$ cat config.mk
export PLATFORM = sky130hd
export DESIGN_NAME = ptp_fifo
export DESIGN_NICKNAME = d
export VERILOG_FILES = /design/src/design/ptp_pkg.sv /design/src/design/ptp_fifo.sv
export SDC_FILE = /design/constraint.sdc
export NUM_CORES = 1
export LEC_CHECK = 0
export BUFFER_PORTS_ARGS = -buffer_cell sky130_fd_sc_hd__buf_2
export CAP_MARGIN = 20
export CORE_ASPECT_RATIO = 0.8
export CORE_MARGIN = 2
export CORE_UTILIZATION = 53
export DETAILED_ROUTE_END_ITERATION = 8
export GPL_TIMING_DRIVEN = 0
export PLACE_DENSITY = 0.77
export SETUP_SLACK_MARGIN = 0.3
export SYNTH_ARGS = -nofsm -noshare
export SYNTH_HDL_FRONTEND = slang
export SYNTH_SLANG_ARGS = --single-unit
$ cat constraint.sdc
create_clock -name clk -period 16.4 [get_ports clk]
set_input_delay 4.1 -clock clk [delete_from_list [all_inputs] [get_ports clk]]
set_output_delay 4.1 -clock clk [all_outputs]
set_load 0.005 [all_outputs]
$ cat src/design/ptp_pkg.sv
// Shared types, widths and helper functions for the point transform block.
// Used by every module of the block; depends on nothing else.
`default_nettype none

package ptp_pkg;

	// Field and register widths.
	localparam int COORD_W       = 32;
	localparam int PROD_W        = 2 * COORD_W;
	localparam int CFG_W         = 64;
	localparam int CFG_IDX_W     = 4;
	localparam int NUM_CFG       = 8;
	localparam int CFG_SEL_W     = $clog2(NUM_CFG);
	localparam int FRAC_BITS_DEF = 16;

	// Three products and a shifted translation need 66 signed bits at most.
	localparam int ACC_W = 66;
	localparam int MAG_W = ACC_W - 1;

	// Queue between the front and the back.
	localparam int QUEUE_DEPTH = 4;
	localparam int QPTR_W      = $clog2(QUEUE_DEPTH);

	// Divider: one compare stage, one stage per quotient bit, one saturation stage.
	localparam int DIV_STEPS = COORD_W;
	localparam int DIV_LAT   = DIV_STEPS + 2;

	localparam logic [COORD_W-1:0] SAT_POS = {1'b0, {(COORD_W-1){1'b1}}};
	localparam logic [COORD_W-1:0] SAT_NEG = {1'b1, {(COORD_W-1){1'b0}}};

	// Matrix register indexes.
	typedef enum logic [CFG_IDX_W-1:0] {
		REG_ROW0_COLS01 = 4'd0,
		REG_ROW0_COLS23 = 4'd1,
		REG_ROW1_COLS01 = 4'd2,
		REG_ROW1_COLS23 = 4'd3,
		REG_ROW2_COLS01 = 4'd4,
		REG_ROW2_COLS23 = 4'd5,
		REG_ROW3_COLS01 = 4'd6,
		REG_ROW3_COLS23 = 4'd7
	} cfg_reg_t;

	typedef logic signed [COORD_W-1:0] coord_t;
	typedef logic signed [ACC_W-1:0]   acc_t;
	typedef logic [MAG_W-1:0]          mag_t;

	// The four column sums of one point, passed from the front to the back.
	typedef struct packed {
		acc_t acc_x;
		acc_t acc_y;
		acc_t acc_z;
		acc_t acc_w;
	} col_sums_t;

	// Reset value of a matrix register: the identity matrix.
	function automatic logic [CFG_W-1:0] cfg_reset_value(input cfg_reg_t idx,
			input int frac_bits);
		logic [CFG_W-1:0] one;
		begin
			one = CFG_W'(1) << frac_bits;
			case (idx)
				REG_ROW0_COLS01: cfg_reset_value = one;
				REG_ROW1_COLS01: cfg_reset_value = one << COORD_W;
				REG_ROW2_COLS23: cfg_reset_value = one;
				REG_ROW3_COLS23: cfg_reset_value = one << COORD_W;
				default:         cfg_reset_value = '0;
			endcase
		end
	endfunction

	// Magnitude of a column sum; it always fits one bit narrower.
	function automatic mag_t acc_mag(input acc_t v);
		acc_t n;
		begin
			n = -v;
			acc_mag = v[ACC_W-1] ? mag_t'(n) : mag_t'(v);
		end
	endfunction

endpackage

`default_nettype wire

$ cat src/design/ptp_fifo.sv
// Short queue of column sums between the front and the back.
// Depends on ptp_pkg for the word type and depth.
`default_nettype none

module ptp_fifo import ptp_pkg::*; (
	input  wire logic      clk,
	input  wire logic      arst_n,
	input  wire logic      push,
	input  wire col_sums_t push_data,
	output logic           full,
	input  wire logic      pop,
	output logic           empty,
	output col_sums_t      head
);

	col_sums_t         mem_q [QUEUE_DEPTH];
	logic [QPTR_W-1:0] wr_ptr_q, rd_ptr_q;
	logic [QPTR_W:0]   count_q;

	assign full  = (count_q == (QPTR_W+1)'(QUEUE_DEPTH));
	assign empty = (count_q == '0);
	assign head  = mem_q[rd_ptr_q];

	// Pointers and fill count.
	always_ff @(posedge clk or negedge arst_n) begin
		if (!arst_n) begin
			wr_ptr_q <= '0;
			rd_ptr_q <= '0;
			count_q  <= '0;
		end else begin
			if (push) begin
				wr_ptr_q <= wr_ptr_q + 1'b1;
			end
			if (pop) begin
				rd_ptr_q <= rd_ptr_q + 1'b1;
			end
			if (push && !pop) begin
				count_q <= count_q + 1'b1;
			end else if (pop && !push) begin
				count_q <= count_q - 1'b1;
			end
		end
	end

	// Storage.
	always_ff @(posedge clk) begin
		if (push) begin
			mem_q[wr_ptr_q] <= push_data;
		end
	end

`ifndef SYNTH
	a_no_overflow: assert property (@(posedge clk) disable iff (!arst_n)
		count_q <= (QPTR_W+1)'(QUEUE_DEPTH))
		else $error("queue: fill count beyond depth");
	a_push_full: assert property (@(posedge clk) disable iff (!arst_n)
		!(push && full) && !(pop && empty))
		else $error("queue: push when full or pop when empty");
	a_count_up: assert property (@(posedge clk) disable iff (!arst_n)
		(push && !pop) |=> (count_q == $past(count_q) + 1'b1))
		else $error("queue: fill count did not follow a push");
`endif

endmodule

`default_nettype wire

-- Yosys cells after proc, flatten, opt, wreduce, memory -nomap -nowiden
Memory sizes are Yosys's and may differ from the RTL's.
Index checks and enable logic that the tools add are counted.
- reductions and logical operators: 6
- eq/ne operators: 1
- mux-type cells: 4
- add/sub/neg operators: 4
- operator list (kind ; count):
    3-bit two-way mux ; 2
    2-bit by 1-bit adder with 2-bit output (second input constant) ; 2
    3-bit by 1-bit adder with 3-bit output (second input constant) ; 1
    3-bit == test (second input constant) ; 1
    3-bit logical NOT ; 1
    3-bit by 1-bit subtractor with 3-bit output (second input constant) ; 1
    1-bit logical AND ; 2
    1-bit logical NOT ; 2
    1-bit two-way mux ; 2
    2-bit nonzero test ; 1
- memories: 1
- memory bits (writable): 1056
- logic and storage cells: 19
- bits in registers: 7
- input bits: 268
- memories (name ; words ; width ; read ports ; clocked after memory_dff ; write ports ; RTL line ; RTL):
    mem_q ; 4 ; 264 ; 1 ; 0 ; 1 ; ptp_fifo.sv:16 ; col_sums_t mem_q [QUEUE_DEPTH];

-- Logic depth before layout (Yosys ltp)
- depth in word-level cells: 4
- gate-level depth with buffers: 7

-- Least setup slack after synthesis
OpenSTA, ideal clock, no wires.
- kind: input -> register
- from: input port push
- to: memory mem_q[1][0] in the netlist's numbering (enable)
- setup time: 657 ps
- required time: 15743 ps
- slack: 5679 ps
- arrival: 10064 ps
- stages on the path: 1
- path through: and2_1
- word-level cells in the longest chain between the ends: 2
- ends and longest elaborated chain (element ; RTL line ; RTL):
    from (decl) ; ptp_fifo.sv:8 ; input wire logic push,
    1-bit two-way mux ; ptp_fifo.sv:47 ; if (push) begin
    1-bit two-way mux (implied by the code) ; ptp_fifo.sv:48 ; mem_q[wr_ptr_q] <= push_data;
    to (decl) ; ptp_fifo.sv:16 ;
Every way passes these cells.

==> flow_metrics.env <==
export IMPL_status="completed"
export IMPL_timing_hold_ws_ns=0.554
export IMPL_syn_inst=1413
export IMPL_swShare_pct=28.0
export IMPL_ctsHoldBuffers=0
export IMPL_ys_flop_type="edfxtp_1"
export IMPL_power_density_mw_per_mm2=179
export IMPL_cp_slowest_cell="clkbuf_1"
export IMPL_switching_power_w=0.00232
export IMPL_clock_skew_ns=0.0256
export IMPL_worstSkewPairLatency_ns=0.65
export IMPL_final_core_util_pct=64.1
export IMPL_cts_repair_resized=0
export IMPL_finalWeightedCongestion=0.759
export IMPL_cp_cell_sequence="clkbuf_1 > buf_2 > mux4_2 > buf_2"
export IMPL_ios=534
export IMPL_detail_route_antenna_nets=0
export IMPL_seq_area_frac_synth_pct=82.8
export IMPL_crit_buf_inv=3
export IMPL_final_min_clock_period_ns=7.03
export IMPL_avgSynthCellArea_um2=27.3
export IMPL_synth_cell_types=21
export IMPL_area_delta_synth_final_pct=19.8
export IMPL_cts_clk_slew_worst_paths_ns=0.06
export IMPL_cpLargestDelayFamily="buffers and inverters"
export IMPL_grt_usage_pct=21.3
export IMPL_synth_top_area_share_pct=82.3
export IMPL_grt_first_pass_wirelength_um=117000
export IMPL_cp_arrival_ns=2.93
export IMPL_slew_viol_final=0
export IMPL_synth_edf_count=1056
export IMPL_die_h_um=245
export IMPL_synthTopCellsByArea="edfxtp_1, mux4_2, buf_6, dfrtp_1, buf_2"
export IMPL_internal_power_w=0.00596
export IMPL_leakage_nw=15.7
export IMPL_crit_path_max_incr_delay_ns=0.71
export IMPL_finalSetupViolCount=0
export IMPL_nets=2340
export IMPL_path_class="register to primary output"
export IMPL_cts_buffers=98
export IMPL_synth_top_cell_by_area="edfxtp_1"
export IMPL_cts_path_max_buffers=3
export IMPL_dpl_hpwl_um=50600
export IMPL_cap_violations=0
export IMPL_drt_wl_total_um=80700
export IMPL_cp_end_kind="primary output"
export IMPL_fin_setup_tns_ns=0
export IMPL_syn_nets=1687
export IMPL_cts_tree="done"
export IMPL_relSlewSlack_pct=35.8
export IMPL_final_cell_count_no_fill=3109
export IMPL_ys_warn_count=0
export IMPL_peakVddDrop_v=0.000130
export IMPL_io_buffers=533
export IMPL_drt_iter0_markers=1368
export IMPL_die_area_mm2=0.0749
export IMPL_grt_max_degree=59
export IMPL_netlist_area_mm2=0.0385
export IMPL_path_max_fanout=11
export IMPL_cts_max_level=3
export IMPL_drt_pre_antenna_iters=5
export IMPL_pwr_share_comb_pct=28.9
export IMPL_synthMostInstantiatedCell="edfxtp_1"
export IMPL_start_util_pct=53.5
export IMPL_cpMostUsedCell="buf_2"
export IMPL_worstHoldPathType="register to register"
export IMPL_ys_async_sr_fraction_pct=0.659
export IMPL_hold_viol_final=0
export IMPL_critPathLaunchType="register"
export IMPL_finalCritPeriodShare_pct=42.9
export IMPL_post_cts_repair_setup_buffers=0
export IMPL_grt_pass1_vias=18500
export IMPL_nFillCells=4580
export IMPL_rsz0062_at_grt="no"
export IMPL_cts_root_buf="clkbuf_16"
export IMPL_num_vias=17600
export IMPL_ys_top_cells_by_count="edfxtp_1, mux4_2, buf_2, buf_6, dfrtp_1"
export IMPL_die_x_um=305
export IMPL_power_total_w=0.00828
export IMPL_clock_power_share_pct=26.9
export IMPL_via_per_inst=5.67
export IMPL_antenna_found_initial=29
export IMPL_row_count=88
export IMPL_drc=0
export IMPL_avgRoutedWirePerCell_um=26.0
export IMPL_timing_fmax_mhz=142
export IMPL_worst_pin_slew_ns=0.963
export IMPL_layout_drive_gt1_share_pct=47.8
export IMPL_clkSinkCount=1063
export IMPL_crit_required_ns=12.30
export IMPL_dpl_cell_count=2911
export IMPL_grt_overflow=0
export IMPL_yosys_register_bits=1063
export IMPL_seq_power_share_pct=44.2
export IMPL_core_area_mm2=0.0720
[area by class of cell]
type,instances,area (um^2),share of cell area (%)
Clock inverter,64,617,1.34
Inverter,4,15.0,0.0325
Sequential cell,1063,31900,69.1
Multi-Input combinational cell,287,6160,13.3
Buffer,59,479,1.04
Clock buffer,113,2550,5.53
Tap cell,945,1180,2.56
Timing Repair Buffer,553,3220,6.97
Antenna cell,21,52.6,0.114
[sequential cells by signal, summed over array words and instances, names as in the netlist]
name      flops
mem_q      1056
count_q       3
rd_ptr_q      2
wr_ptr_q      2
[through the flow]
step           setup slack (ns)  cell area (um^2)
6_report                   9.37             46200
5_1_grt                    9.17             46100
4_1_cts                    9.16             46100
3_5_place_dp               9.89             42900
3_3_place_gp              0.635             42400
2_1_floorplan              5.68             38500
[logic make-up (layout without fill, tap and decap cells)]
| family | Yosys count | count (layout) | share of synthesized area (%) |
|---|---|---|---|
| other | 0 | 21 | 0 |
| adders and majority gates | 6 | 6 | 0.214 |
| DFF | 1063 | 1063 | 82.8 |
| AOI/OAI and AO/OA | 1 | 1 | 0.0130 |
| and+or+nand+nor | 9 | 9 | 0.127 |
| buffers and inverters | 63 | 793 | 1.28 |
| muxes | 265 | 265 | 15.5 |
| xor gates and xnor gates | 6 | 6 | 0.136 |
[metal layers]
layer | track usage (%) | up-vias | part of all wire [%]
met2 | 35.0 | 655 | 51
met4 | 8.06 | 26 | 3.1
li1 | - | 7519 | -
met3 | 6.50 | 175 | 8.1
met1 | 27.1 | 9254 | 37
met5 | 0 | - | 0.23
[power by group through the flow]
stage | clock network (W) | registers (W) | logic (W)
floorplan | 0 | 0.00382 | 0.00138
global placement | 0 | 0.00396 | 0.00232
detailed placement | 0 | 0.00371 | 0.00243
CTS | 0.00227 | 0.00366 | 0.00245
global route | 0.00237 | 0.00369 | 0.00256
finish | 0.00223 | 0.00366 | 0.00239
[layout by cell type, fill, tap and decap left out, drive strengths merged]
master,instances
bufinv,10
xor2,4
buf,610
nor3,1
ha,5
mux2,1
clkinv,44
and2,4
nand2,2
nor2,1
nor3b,1
edfxtp,1056
dfrtp,7
diode,21
fa,1
xnor2,2
clkinvlp,6
clkbuf,115
inv,8
o21ai,1
mux4,264
[worst paths after layout]
check	from	to	depth (start not counted)	slack (ns)
worst max-delay path	rd_ptr_q[1]	head[153]	4	9.37
worst min-delay path	wr_ptr_q[0]	wr_ptr_q[0]	1	0.55
worst max register to register	wr_ptr_q[0]	mem_q[2][162]	6	13.97
worst min register to register	wr_ptr_q[0]	wr_ptr_q[0]	1	0.55
max in group asynchronous	arst_n	wr_ptr_q[0]	1	12.93
min in group asynchronous	arst_n	count_q[1]	1	3.28
[worst reg2reg max path, cell delays in order, from the launching register on]
cell	delay [ns]
dfrtp_1	0.43
inv_1	0.11
ha_1	0.14
and2_4	0.37
buf_16	0.29
buf_16	0.33
buf_16	0.39
Power figures use the tool's default switching activity.
